## src/design/twadc_pkg.sv

```systemverilog
// ----------------------------------------------------------------------------
// twadc_pkg: shared types and constants for the two-wire ADC controller
// Opcodes, sequencer phases, register indexes, pin codes and result layout.
// ----------------------------------------------------------------------------
package twadc_pkg;

  // Field widths
  localparam int unsigned OPCODE_W   = 2;
  localparam int unsigned BYTE_W     = 8;
  localparam int unsigned RAW_W      = 24;
  localparam int unsigned SCALED_W   = 21;
  localparam int unsigned HALF_W     = 16;
  localparam int unsigned TIMEOUT_W  = 24;
  localparam int unsigned CFG_DATA_W = 24;
  localparam int unsigned CFG_IDX_W  = 2;
  localparam int unsigned BITCNT_W   = 6;

  // Frame shape
  localparam logic [BITCNT_W:0] SAMPLE_BITS     = 7'd24;
  localparam logic [BITCNT_W:0] PREAMBLE_CLOCKS = 7'd29;
  localparam logic [BITCNT_W:0] CMD_BITS        = 7'd7;
  localparam logic [BITCNT_W:0] CFG_DATA_BITS   = 7'd8;
  localparam logic [BITCNT_W:0] ONE_CLOCK       = 7'd1;

  localparam logic [RAW_W-1:0] SAMPLE_MASK =
    RAW_W'((25'd1 << SAMPLE_BITS) - 25'd1);

  // Command words, sent MSB first
  localparam logic [6:0] CMD_WRITE = 7'b1100101;
  localparam logic [6:0] CMD_READ  = 7'b1010110;

  // x / 10 == (x * ceil(2^27 / 10)) >> 27 for every x below 2^26
  localparam logic [RAW_W-1:0] DIV10_RECIP = 24'hCCCCCD;
  localparam int unsigned      DIV10_SHIFT = 27;

  // Register reset values
  localparam logic [HALF_W-1:0]    HALF_PERIOD_RST     = 16'd5;
  localparam logic [HALF_W-1:0]    CMD_HALF_PERIOD_RST = 16'd30;
  localparam logic [TIMEOUT_W-1:0] CFG_TIMEOUT_RST     = 24'd750000;
  localparam logic [TIMEOUT_W-1:0] SAMPLE_TIMEOUT_RST  = 24'd1500000;

  // Pin code: bit 1 drives, bit 0 level
  localparam logic [1:0] PIN_RELEASED   = 2'b01;
  localparam logic [1:0] PIN_DRIVE_HIGH = 2'b11;
  localparam logic       PIN_DRIVE      = 1'b1;

  typedef enum logic [OPCODE_W-1:0] {
    OP_IDLE        = 2'd0,
    OP_READ_SAMPLE = 2'd1,
    OP_WRITE_CFG   = 2'd2,
    OP_READ_CFG    = 2'd3
  } op_e;

  typedef enum logic [CFG_IDX_W-1:0] {
    REG_HALF_PERIOD     = 2'd0,
    REG_CMD_HALF_PERIOD = 2'd1,
    REG_CFG_TIMEOUT     = 2'd2,
    REG_SAMPLE_TIMEOUT  = 2'd3
  } cfg_reg_e;

  typedef enum logic [7:0] {
    PH_IDLE      = 8'b0000_0001,
    PH_WAIT_HIGH = 8'b0000_0010,
    PH_WAIT_LOW  = 8'b0000_0100,
    PH_PRE       = 8'b0000_1000,
    PH_CMD       = 8'b0001_0000,
    PH_TURN      = 8'b0010_0000,
    PH_DATA      = 8'b0100_0000,
    PH_CLOSE     = 8'b1000_0000
  } phase_e;

  typedef struct packed {
    logic                sck;
    logic                sda_out;
    logic                sda_drive;
    logic                busy_res;
    logic                done_res;
    logic                timed_out;
    logic [RAW_W-1:0]    sample_raw;
    logic [SCALED_W-1:0] sample_scaled;
    logic [BYTE_W-1:0]   config_read;
  } out_item_t;

endpackage

```

## src/design/twadc_in_if.sv

```systemverilog
// ----------------------------------------------------------------------------
// twadc_in_if: tick channel into the two-wire ADC controller
// One transaction per timer tick: opcode, config byte and sampled data pin.
// ----------------------------------------------------------------------------
interface twadc_in_if;
  import twadc_pkg::*;

  logic                valid;
  logic                ready;
  logic [OPCODE_W-1:0] opcode;
  logic [BYTE_W-1:0]   config_byte;
  logic                sda_in;

  modport source (output valid, output opcode, output config_byte, output sda_in,
                  input ready);
  modport sink   (input valid, input opcode, input config_byte, input sda_in,
                  output ready);
endinterface

```

## src/design/twadc_out_if.sv

```systemverilog
// ----------------------------------------------------------------------------
// twadc_out_if: result channel out of the two-wire ADC controller
// One transaction per tick: pin levels, status flags and read-back data.
// ----------------------------------------------------------------------------
interface twadc_out_if;
  import twadc_pkg::*;

  logic                valid;
  logic                ready;
  logic                sck;
  logic                sda_out;
  logic                sda_drive;
  logic                busy_res;
  logic                done_res;
  logic                timed_out;
  logic [RAW_W-1:0]    sample_raw;
  logic [SCALED_W-1:0] sample_scaled;
  logic [BYTE_W-1:0]   config_read;

  modport source (output valid, output sck, output sda_out, output sda_drive,
                  output busy_res, output done_res, output timed_out,
                  output sample_raw, output sample_scaled, output config_read,
                  input ready);
  modport sink   (input valid, input sck, input sda_out, input sda_drive,
                  input busy_res, input done_res, input timed_out,
                  input sample_raw, input sample_scaled, input config_read,
                  output ready);
endinterface

```

## src/design/two_wire_adc_serial_controller.sv

```systemverilog
// A tick's result goes to the output register, or to the skid register on a stall.
// One tick per cycle while the skid is empty; state updates in the accepting cycle.
// An output register plus a one-entry skid register decouple the two channels.
// Reset (rst_ni, async, active low): sequencer idle, SCK low, SDA released at level
// one, both output slots empty, config registers back to their default values.
// ----------------------------------------------------------------------------
// two_wire_adc_serial_controller: tick-driven master for a two-wire ADC
// Waits for data-ready, clocks 24-bit samples in, or runs config write/read
// frames (preamble, command, turnaround, data, closing clock), with timeout.
// ----------------------------------------------------------------------------
module two_wire_adc_serial_controller (
  input  logic                                clk_i,
  input  logic                                rst_ni,
  input  logic                                cfg_we_i,
  input  logic [twadc_pkg::CFG_IDX_W-1:0]     cfg_idx_i,
  input  logic [twadc_pkg::CFG_DATA_W-1:0]    cfg_data_i,
  twadc_in_if.sink                            in_i,
  twadc_out_if.source                         out_o
);
  import twadc_pkg::*;

  // --------------------------------------------------------------------------
  // Config registers
  // --------------------------------------------------------------------------
  logic [HALF_W-1:0]    half_period_q, cmd_half_period_q;
  logic [TIMEOUT_W-1:0] cfg_timeout_q, sample_timeout_q;

  always_ff @(posedge clk_i or negedge rst_ni) begin
    if (!rst_ni) begin
      half_period_q     <= HALF_PERIOD_RST;
      cmd_half_period_q <= CMD_HALF_PERIOD_RST;
      cfg_timeout_q     <= CFG_TIMEOUT_RST;
      sample_timeout_q  <= SAMPLE_TIMEOUT_RST;
    end else if (cfg_we_i) begin
      unique case (cfg_reg_e'(cfg_idx_i))
        REG_HALF_PERIOD:     half_period_q     <= cfg_data_i[HALF_W-1:0];
        REG_CMD_HALF_PERIOD: cmd_half_period_q <= cfg_data_i[HALF_W-1:0];
        REG_CFG_TIMEOUT:     cfg_timeout_q     <= cfg_data_i[TIMEOUT_W-1:0];
        REG_SAMPLE_TIMEOUT:  sample_timeout_q  <= cfg_data_i[TIMEOUT_W-1:0];
        default: ;
      endcase
    end
  end

  // --------------------------------------------------------------------------
  // Sequencer state
  // --------------------------------------------------------------------------
  phase_e               phase_q, phase_d;
  op_e                  op_q, op_d;
  logic [BITCNT_W-1:0]  bit_cnt_q, bit_cnt_d;
  logic [HALF_W-1:0]    half_cnt_q, half_cnt_d;
  logic [TIMEOUT_W-1:0] wait_cnt_q, wait_cnt_d;
  logic [RAW_W-1:0]     shift_q, shift_d;
  logic [BYTE_W-1:0]    out_byte_q, out_byte_d;
  logic                 sck_q, sck_d;
  logic [1:0]           drive_q, drive_d;

  // Bits per segment; every other segment is a single clock
  function automatic logic [BITCNT_W:0] seg_len(phase_e ph, op_e op);
    logic [BITCNT_W:0] len;
    unique case (ph)
      PH_PRE:  len = PREAMBLE_CLOCKS;
      PH_CMD:  len = CMD_BITS;
      PH_DATA: len = (op == OP_READ_SAMPLE) ? SAMPLE_BITS : CFG_DATA_BITS;
      default: len = ONE_CLOCK;
    endcase
    return len;
  endfunction

  // Config frame order
  function automatic phase_e next_seg(phase_e ph);
    phase_e nxt;
    unique case (ph)
      PH_PRE:  nxt = PH_CMD;
      PH_CMD:  nxt = PH_TURN;
      PH_TURN: nxt = PH_DATA;
      default: nxt = PH_CLOSE;
    endcase
    return nxt;
  endfunction

  // Data pin for the bit about to be clocked out
  function automatic logic [1:0] pins(phase_e ph, op_e op, logic [BITCNT_W-1:0] bc,
                                      logic [BYTE_W-1:0] ob, logic [1:0] cur);
    logic [6:0] cmd;
    logic [2:0] cmd_idx;
    logic [1:0] p;
    cmd     = (op == OP_WRITE_CFG) ? CMD_WRITE : CMD_READ;
    cmd_idx = 3'd6 - bc[2:0];
    unique case (ph)
      PH_PRE:   p = (op == OP_WRITE_CFG) ? PIN_RELEASED : PIN_DRIVE_HIGH;
      PH_CMD:   p = {PIN_DRIVE, cmd[cmd_idx]};
      PH_TURN:  p = PIN_DRIVE_HIGH;
      PH_DATA:  p = (op == OP_WRITE_CFG) ? {PIN_DRIVE, ob[~bc[2:0]]} : PIN_RELEASED;
      PH_CLOSE: p = (op == OP_WRITE_CFG) ? {PIN_DRIVE, ob[0]} : PIN_RELEASED;
      default:  p = cur;
    endcase
    return p;
  endfunction

  // --------------------------------------------------------------------------
  // Handshake and output slots
  // --------------------------------------------------------------------------
  out_item_t out_q, skid_q, res;
  logic      out_vld_q, skid_vld_q;
  logic      accept, out_free;

  assign in_i.ready = !skid_vld_q;
  assign accept     = in_i.valid && in_i.ready;
  assign out_free   = !out_vld_q || out_o.ready;

  // --------------------------------------------------------------------------
  // Next-state logic for one tick
  // --------------------------------------------------------------------------
  logic [TIMEOUT_W-1:0] limit, wait_inc;
  logic [HALF_W-1:0]    hp;
  logic [HALF_W:0]      half_inc;
  logic [BITCNT_W:0]    bit_inc;
  logic                 fin, res_done, res_tmo;
  phase_e               seg_nxt;
  logic [2*RAW_W-1:0]   prod;
  logic [RAW_W-1:0]     raw;

  always_comb begin
    phase_d    = phase_q;
    op_d       = op_q;
    bit_cnt_d  = bit_cnt_q;
    half_cnt_d = half_cnt_q;
    wait_cnt_d = wait_cnt_q;
    shift_d    = shift_q;
    out_byte_d = out_byte_q;
    sck_d      = sck_q;
    drive_d    = drive_q;
    fin        = 1'b0;
    res_done   = 1'b0;
    res_tmo    = 1'b0;

    // A zero limit behaves as one
    limit = (op_q == OP_READ_SAMPLE) ? sample_timeout_q : cfg_timeout_q;
    if (limit == '0) begin
      limit = TIMEOUT_W'(1);
    end
    wait_inc = wait_cnt_q + TIMEOUT_W'(1);
    // A zero half period needs no fix-up: the incremented count is always >= 0
    hp       = (phase_q == PH_CMD) ? cmd_half_period_q : half_period_q;
    half_inc = {1'b0, half_cnt_q} + (HALF_W+1)'(1);
    bit_inc  = {1'b0, bit_cnt_q} + (BITCNT_W+1)'(1);
    seg_nxt  = (op_q == OP_READ_SAMPLE) ? PH_DATA : PH_PRE;

    if (accept) begin
      unique case (phase_q)
        PH_IDLE: begin
          if (op_e'(in_i.opcode) != OP_IDLE) begin
            op_d       = op_e'(in_i.opcode);
            wait_cnt_d = '0;
            shift_d    = '0;
            out_byte_d = (op_e'(in_i.opcode) == OP_WRITE_CFG) ? in_i.config_byte : '0;
            bit_cnt_d  = '0;
            half_cnt_d = '0;
            sck_d      = 1'b0;
            drive_d    = PIN_RELEASED;
            phase_d    = (op_e'(in_i.opcode) == OP_READ_SAMPLE) ? PH_WAIT_HIGH : PH_WAIT_LOW;
          end
        end
        PH_WAIT_HIGH, PH_WAIT_LOW: begin
          if (phase_q == PH_WAIT_HIGH && in_i.sda_in) begin
            phase_d = PH_WAIT_LOW;
          end else if (phase_q == PH_WAIT_LOW && !in_i.sda_in) begin
            phase_d    = seg_nxt;
            bit_cnt_d  = '0;
            half_cnt_d = '0;
            sck_d      = 1'b1;
            drive_d    = pins(seg_nxt, op_q, '0, out_byte_q, drive_q);
          end else begin
            wait_cnt_d = wait_inc;
            if (wait_inc >= limit) begin
              phase_d  = PH_IDLE;
              sck_d    = 1'b1;
              drive_d  = PIN_DRIVE_HIGH;
              res_done = 1'b1;
              res_tmo  = 1'b1;
            end
          end
        end
        default: begin
          half_cnt_d = half_inc[HALF_W-1:0];
          if (half_inc >= {1'b0, hp}) begin
            half_cnt_d = '0;
            if (sck_q) begin
              // End of high half: sample bits are taken here
              if (op_q == OP_READ_SAMPLE && phase_q == PH_DATA) begin
                shift_d = {shift_q[RAW_W-2:0], in_i.sda_in};
              end
              sck_d = 1'b0;
            end else begin
              // End of low half: config read bits are taken here
              if (op_q == OP_READ_CFG && phase_q == PH_DATA) begin
                shift_d = {shift_q[RAW_W-2:0], in_i.sda_in};
              end
              bit_cnt_d = bit_inc[BITCNT_W-1:0];
              if (bit_inc < seg_len(phase_q, op_q)) begin
                sck_d   = 1'b1;
                drive_d = pins(phase_q, op_q, bit_inc[BITCNT_W-1:0], out_byte_q, drive_q);
              end else if (op_q == OP_READ_SAMPLE || phase_q == PH_CLOSE) begin
                fin = 1'b1;
              end else begin
                phase_d    = next_seg(phase_q);
                bit_cnt_d  = '0;
                half_cnt_d = '0;
                sck_d      = 1'b1;
                drive_d    = pins(next_seg(phase_q), op_q, '0, out_byte_q, drive_q);
              end
            end
          end
        end
      endcase
    end

    if (fin) begin
      phase_d  = PH_IDLE;
      sck_d    = 1'b0;
      drive_d  = PIN_DRIVE_HIGH;
      res_done = 1'b1;
    end
  end

  // Shift register is unchanged on the finishing tick, so read it directly
  assign raw  = (fin && op_q == OP_READ_SAMPLE) ? (shift_q & SAMPLE_MASK) : '0;
  assign prod = raw * DIV10_RECIP;

  always_comb begin
    res.sck           = sck_d;
    res.sda_out       = drive_d[0];
    res.sda_drive     = drive_d[1];
    res.busy_res      = (phase_d != PH_IDLE);
    res.done_res      = res_done;
    res.timed_out     = res_tmo;
    res.sample_raw    = raw;
    res.sample_scaled = prod[DIV10_SHIFT +: SCALED_W];
    res.config_read   = (fin && op_q == OP_READ_CFG) ? shift_q[BYTE_W-1:0] : '0;
  end

  always_ff @(posedge clk_i or negedge rst_ni) begin
    if (!rst_ni) begin
      phase_q    <= PH_IDLE;
      op_q       <= OP_IDLE;
      bit_cnt_q  <= '0;
      half_cnt_q <= '0;
      wait_cnt_q <= '0;
      shift_q    <= '0;
      out_byte_q <= '0;
      sck_q      <= 1'b0;
      drive_q    <= PIN_RELEASED;
    end else begin
      phase_q    <= phase_d;
      op_q       <= op_d;
      bit_cnt_q  <= bit_cnt_d;
      half_cnt_q <= half_cnt_d;
      wait_cnt_q <= wait_cnt_d;
      shift_q    <= shift_d;
      out_byte_q <= out_byte_d;
      sck_q      <= sck_d;
      drive_q    <= drive_d;
    end
  end

  // Output register with one skid entry; skid only fills when the output stalls
  always_ff @(posedge clk_i or negedge rst_ni) begin
    if (!rst_ni) begin
      out_vld_q  <= 1'b0;
      skid_vld_q <= 1'b0;
    end else if (out_free) begin
      out_vld_q  <= skid_vld_q || accept;
      skid_vld_q <= 1'b0;
    end else if (accept) begin
      skid_vld_q <= 1'b1;
    end
  end

  always_ff @(posedge clk_i) begin
    if (out_free) begin
      out_q <= skid_vld_q ? skid_q : res;
    end else if (accept) begin
      skid_q <= res;
    end
  end

  assign out_o.valid         = out_vld_q;
  assign out_o.sck           = out_q.sck;
  assign out_o.sda_out       = out_q.sda_out;
  assign out_o.sda_drive     = out_q.sda_drive;
  assign out_o.busy_res      = out_q.busy_res;
  assign out_o.done_res      = out_q.done_res;
  assign out_o.timed_out     = out_q.timed_out;
  assign out_o.sample_raw    = out_q.sample_raw;
  assign out_o.sample_scaled = out_q.sample_scaled;
  assign out_o.config_read   = out_q.config_read;

  // --------------------------------------------------------------------------
  // Assertions
  // --------------------------------------------------------------------------
  a_skid_implies_out: assert property (@(posedge clk_i) disable iff (!rst_ni)
    skid_vld_q |-> out_vld_q)
    else $error("skid entry held while output slot empty");

  a_timeout_with_done: assert property (@(posedge clk_i) disable iff (!rst_ni)
    (accept && res.timed_out) |-> res.done_res)
    else $error("timeout reported without done");

  a_done_goes_idle: assert property (@(posedge clk_i) disable iff (!rst_ni)
    (accept && res.done_res) |=> (phase_q == PH_IDLE))
    else $error("sequencer not idle after done");

  a_cmd_bit_range: assert property (@(posedge clk_i) disable iff (!rst_ni)
    (phase_q == PH_CMD) |-> (bit_cnt_q < BITCNT_W'(CMD_BITS)))
    else $error("command bit count out of range");

  a_idle_no_result: assert property (@(posedge clk_i) disable iff (!rst_ni)
    (accept && phase_q == PH_IDLE) |-> !res.done_res)
    else $error("done raised on a start or idle tick");

endmodule

```

## src/flat_wrapper.sv

```systemverilog
// flat-port wrapper written by rule: the top's interface ports become plain ports
module two_wire_adc_serial_controller_flat import twadc_pkg::*;
  (clk_i, rst_ni, cfg_we_i, cfg_idx_i, cfg_data_i, in_i_valid, in_i_opcode, in_i_config_byte, in_i_sda_in, in_i_ready, out_o_valid, out_o_sck, out_o_sda_out, out_o_sda_drive, out_o_busy_res, out_o_done_res, out_o_timed_out, out_o_sample_raw, out_o_sample_scaled, out_o_config_read, out_o_ready);
  twadc_in_if in_i_i ();
  twadc_out_if out_o_i ();
  input  logic clk_i;
  input  logic rst_ni;
  input  logic cfg_we_i;
  input  logic [twadc_pkg::CFG_IDX_W-1:0] cfg_idx_i;
  input  logic [twadc_pkg::CFG_DATA_W-1:0] cfg_data_i;
  input wire logic [$bits(in_i_i.valid)-1:0] in_i_valid;
  input wire logic [$bits(in_i_i.opcode)-1:0] in_i_opcode;
  input wire logic [$bits(in_i_i.config_byte)-1:0] in_i_config_byte;
  input wire logic [$bits(in_i_i.sda_in)-1:0] in_i_sda_in;
  output wire logic [$bits(in_i_i.ready)-1:0] in_i_ready;
  output wire logic [$bits(out_o_i.valid)-1:0] out_o_valid;
  output wire logic [$bits(out_o_i.sck)-1:0] out_o_sck;
  output wire logic [$bits(out_o_i.sda_out)-1:0] out_o_sda_out;
  output wire logic [$bits(out_o_i.sda_drive)-1:0] out_o_sda_drive;
  output wire logic [$bits(out_o_i.busy_res)-1:0] out_o_busy_res;
  output wire logic [$bits(out_o_i.done_res)-1:0] out_o_done_res;
  output wire logic [$bits(out_o_i.timed_out)-1:0] out_o_timed_out;
  output wire logic [$bits(out_o_i.sample_raw)-1:0] out_o_sample_raw;
  output wire logic [$bits(out_o_i.sample_scaled)-1:0] out_o_sample_scaled;
  output wire logic [$bits(out_o_i.config_read)-1:0] out_o_config_read;
  input wire logic [$bits(out_o_i.ready)-1:0] out_o_ready;
  assign in_i_i.valid = in_i_valid;
  assign in_i_i.opcode = in_i_opcode;
  assign in_i_i.config_byte = in_i_config_byte;
  assign in_i_i.sda_in = in_i_sda_in;
  assign in_i_ready = in_i_i.ready;
  assign out_o_valid = out_o_i.valid;
  assign out_o_sck = out_o_i.sck;
  assign out_o_sda_out = out_o_i.sda_out;
  assign out_o_sda_drive = out_o_i.sda_drive;
  assign out_o_busy_res = out_o_i.busy_res;
  assign out_o_done_res = out_o_i.done_res;
  assign out_o_timed_out = out_o_i.timed_out;
  assign out_o_sample_raw = out_o_i.sample_raw;
  assign out_o_sample_scaled = out_o_i.sample_scaled;
  assign out_o_config_read = out_o_i.config_read;
  assign out_o_i.ready = out_o_ready;
  two_wire_adc_serial_controller u_core (.clk_i(clk_i), .rst_ni(rst_ni), .cfg_we_i(cfg_we_i), .cfg_idx_i(cfg_idx_i), .cfg_data_i(cfg_data_i), .in_i(in_i_i), .out_o(out_o_i));
endmodule
```

## config.mk

```make
export PLATFORM = sky130hd
export DESIGN_NAME = two_wire_adc_serial_controller_flat
export DESIGN_NICKNAME = d
export VERILOG_FILES = /design/src/design/twadc_pkg.sv /design/src/design/twadc_in_if.sv /design/src/design/twadc_out_if.sv /design/src/design/two_wire_adc_serial_controller.sv /design/src/flat_wrapper.sv
export SDC_FILE = /design/constraint.sdc
export NUM_CORES = 1
export LEC_CHECK = 0
export BUFFER_PORTS_ARGS = -buffer_cell sky130_fd_sc_hd__buf_2
export CAP_MARGIN = 20
export CELL_PAD_IN_SITES_DETAIL_PLACEMENT = 0
export CELL_PAD_IN_SITES_GLOBAL_PLACEMENT = 2
export CORE_ASPECT_RATIO = 2
export CORE_UTILIZATION = 47
export CTS_BUF_LIST = sky130_fd_sc_hd__clkbuf_2 sky130_fd_sc_hd__clkbuf_4 sky130_fd_sc_hd__clkbuf_8
export DETAILED_ROUTE_END_ITERATION = 12
export GPL_TIMING_DRIVEN = 1
export PLACE_DENSITY_LB_ADDON = 0.1
export SLEW_MARGIN = 15
export SYNTH_ARGS = -nofsm -noshare
export SYNTH_HDL_FRONTEND = slang
export SYNTH_SLANG_ARGS = --single-unit
```

## constraint.sdc

```tcl
create_clock -name clk_i -period 15.6 [get_ports clk_i]
set_clock_uncertainty 0.15 [all_clocks]
set_input_delay 2.34 -clock clk_i [delete_from_list [all_inputs] [get_ports clk_i]]
set_output_delay 2.34 -clock clk_i [all_outputs]
set_load 0.02 [all_outputs]
```

==> impl_metrics.yaml <==
sta:
  timing.final.max_slew_violations: 0
  final_period_minus_worst_setup_slack_ps: 11440
  setup_viol_count_final: 0
  setup_tns_ps: 0
  hold_violations: 0
  grt_setup_unrepaired: "no"
  slew_headroom_pct: 25.3
  final_worst_path_period_share_pct: 73.3
  tightestPinTransition_ps: 1110
  setup_slack_ps: 4160
  fmax_ghz: 0.0874
power:
  power_per_cell_area_mw_per_mm2: 84.8
  vdd_drop_max_uv: 108
  cellLeakagePower_nw: 14.1
logic_synthesis:
  syn-instance-count: 2360
  synth_fp_nets: 2886
  synth.yosys.seq_area_share_pct: 31.7
  synth_ff_type: "dfrtp_1"
  synth.top_cells.by_area: "fa_1 (16%), dfrtp_1 (15%), edfxtp_1 (14%), ha_1 (14%), inv_1 (5.2%)"
  synth.most_common_cell: "inv_1"
  synth.lib_cells_used.distinct: 83
  yosys_register_bits: 291
  synth_area_leader_cell: "fa_1"
  netlist_area_mm2: 0.0250
  async_flop_share_pct: 59.5
  syn_avg_cell_area_um2: 10.6
  netlist.area_leader.share_pct: 16.4
  count_of_flip_flops_with_a_built_in_enable_after_synthesis: 118
  yosysWarnings: 0
  top_cell_types_by_occurrence_after_synthesis: "inv_1 (347), ha_1 (280), fa_1 (204), nand2_1 (148), dfrtp_1 (145)"
worst_setup_path:
  timing.critical_path.mode_cell: "inv_1"
  cp-start-kind: "flip-flop"
  setup.worst_path.end_class: "flip-flop"
  timing.critical_path.arrival_ps: 11680
  worstPathRequired_ps: 15840
  timing.critical_path.max_delay_family: "adder cells"
  timing.critical_path.slowest_stage_cell: "nor4_1"
  criticalPathCategory: "reg -> reg"
  timing.critical_path.slowest_cell_delay_ps: 680
  crit_buf_inv: 7
  worstPathMaxFanout: 30
global_route:
  pin_count_of_the_biggest_net_entering_global_routing: 100
  grt_pass1_vias: 19400
  total_routing_usage_gr_pct: 30.4
  antenna_violations_before_repair: 3
  first_pass_grt_wire_length_mm: 118
  overflow: 0
status:
  status: "complete, no violations"
die:
  die_area_mm2: 0.0541
  die_width_um: 165
  effective_utilization_at_floorplan_pct: 47.5
  core-area_mm2: 0.0526
  io-pin-count: 103
  core.rowCount: 119
  die_y_extent_um: 328
route:
  route.antenna.remaining_nets: 0
  remaining_drc_errors: 0
  routed-via-count: 17800
  wl_per_cell_um: 25.1
  route.detailed.vias_per_inst: 5.67
  firstDrtPassIters: 7
  detail_route.wirelength_mm: 79.1
  drt_first_iter_violations: 964
cells_and_area:
  syn_to_final_growth_pct: 9.12
  layout-drive-gt1-share_pct: 14.7
  fin_nets: 2972
clock_tree:
  clk_transition_reported_paths_ps: 90
  clkLatencyLatePin_ps: 630
  number_of_buffers_added_to_fix_hold_violations_after_cts: 0
  clock_sink_total: 291
  cts_tree: "built"
  cts_buffer_depth: 3
  cts-buffers-inserted: 45
  htree_levels: 2
  postCtsSetupRepairBufs: 0
  cts_resized: 0
  ctsRootBufferMaster: "clkbuf_8"
placed_design:
  placement.setup.worst_slack_ps: 3810
  finalWeightedCongestion: 0.975
  hpwl_mm: 63.8
  portBuffers: 102
min_path:
  min-delay-path-class: "reg -> reg"
run:
  cap_viol_max_count: 0
## layout by cell type (no fill, tap or decap), types with 83 or more instances in the layout
cell type and instances:
edfxtp_1 118, inv_1 347, buf_2 101, nand2_1 148, dfrtp_1 144, a21o_1 83, mux2_2 94, ha_1 279
nor2_1 98, fa_1 204
## cell type report
type	instances	area [um2]
clock inverters	14	160
repair buffers	128	716
well taps	665	832
diodes	2	5.00
flip-flops and latches	291	7910
inverters	348	1310
clock buffers	70	876
multi-input cells	1632	15400
fillers	4921	25300
## metrics by stage
stage / power (mW) / utilization (%) / cells / hold WS (ps) / cell area [um2]
after floorplan: 1.38 / - / 2360 / 295 / 25000
after global placement: 1.57 / 49.8 / 3063 / 317 / 26200
after detailed placement: 1.58 / 49.8 / 3064 / 322 / 26200
after CTS: 2.34 / 51.8 / 3148 / 337 / 27200
after global routing: 2.43 / 51.8 / 3149 / 365 / 27200
final: 2.31 / 51.8 / 3150 / 333 / 27200
## layer usage
| metal | vias up | wire, um | global-route usage, % |
|---|---|---|---|
| li1 | 8240 | - | - |
| met1 | 8993 | 25100 | 27.9 |
| met2 | 397 | 45000 | 58.9 |
| met3 | 217 | 2100 | 3.09 |
| met4 | 0 | 6990 | 23.6 |
| met5 | - | 0 | 0 |
## registers in the layout, indices dropped and copies added (netlist names), 2 cells and up
name	cells
u_core.out_byte_q	8
u_core.out_o.sample_scaled	21
u_core.op_q	2
u_core.drive_q	2
u_core.phase_q	8
u_core.half_cnt_q	16
u_core.bit_cnt_q	6
u_core.cfg_timeout_q	24
u_core.out_o.sample_raw	24
u_core.shift_q	24
u_core.cmd_half_period_q	16
u_core.sample_timeout_q	24
u_core.skid_q	59
u_core.half_period_q	16
u_core.wait_cnt_q	24
u_core.out_o.config_read	8
## final timing paths
kind / startpoint / end / slack, ps / cells after the start
max in group asynchronous: rst_ni / u_core.wait_cnt_q[20] / 12080 / 2
max: u_core.phase_q[4] / u_core.out_o.sample_scaled[11] / 4160 / 34
min in group asynchronous: rst_ni / u_core.half_cnt_q[6] / 1650 / 1
min reg2reg: u_core.out_byte_q[1] / u_core.out_byte_q[1] / 330 / 2
min: u_core.out_byte_q[1] / u_core.out_byte_q[1] / 330 / 2
max reg2reg: u_core.phase_q[4] / u_core.out_o.sample_scaled[11] / 4160 / 34
## logic make-up after synthesis
family / Yosys count / share of synthesized area [%]
adders and majority gates: 484 / 30.4
DFF: 291 / 31.7
and+or+nand+nor: 515 / 10.4
buffers and inverters: 437 / 6.63
muxes: 139 / 6.15
AOI/OAI and AO/OA: 381 / 10.8
xor gates and xnor gates: 113 / 3.97
## where the power goes
| part | leakage (nW) | switching, mW | internal (mW) | total, mW |
|---|---|---|---|---|
| Combinational | 10.2 | 0.347 | 0.223 | 0.569 |
| Clock | 0.548 | 0.334 | 0.411 | 0.745 |
| Sequential | 3.34 | 0.0890 | 0.906 | 0.995 |
## worst register-to-register path, delay by kind of cell (launching register included)
kind | cells | cell delay [ps]
buffers and inverters | 7 | 1090
AOI/OAI and AO/OA | 7 | 1750
and+or+nand+nor | 11 | 3820
DFF | 1 | 430
adders and majority gates | 9 | 3970
Note: power is estimated with default switching activity, not from simulation.
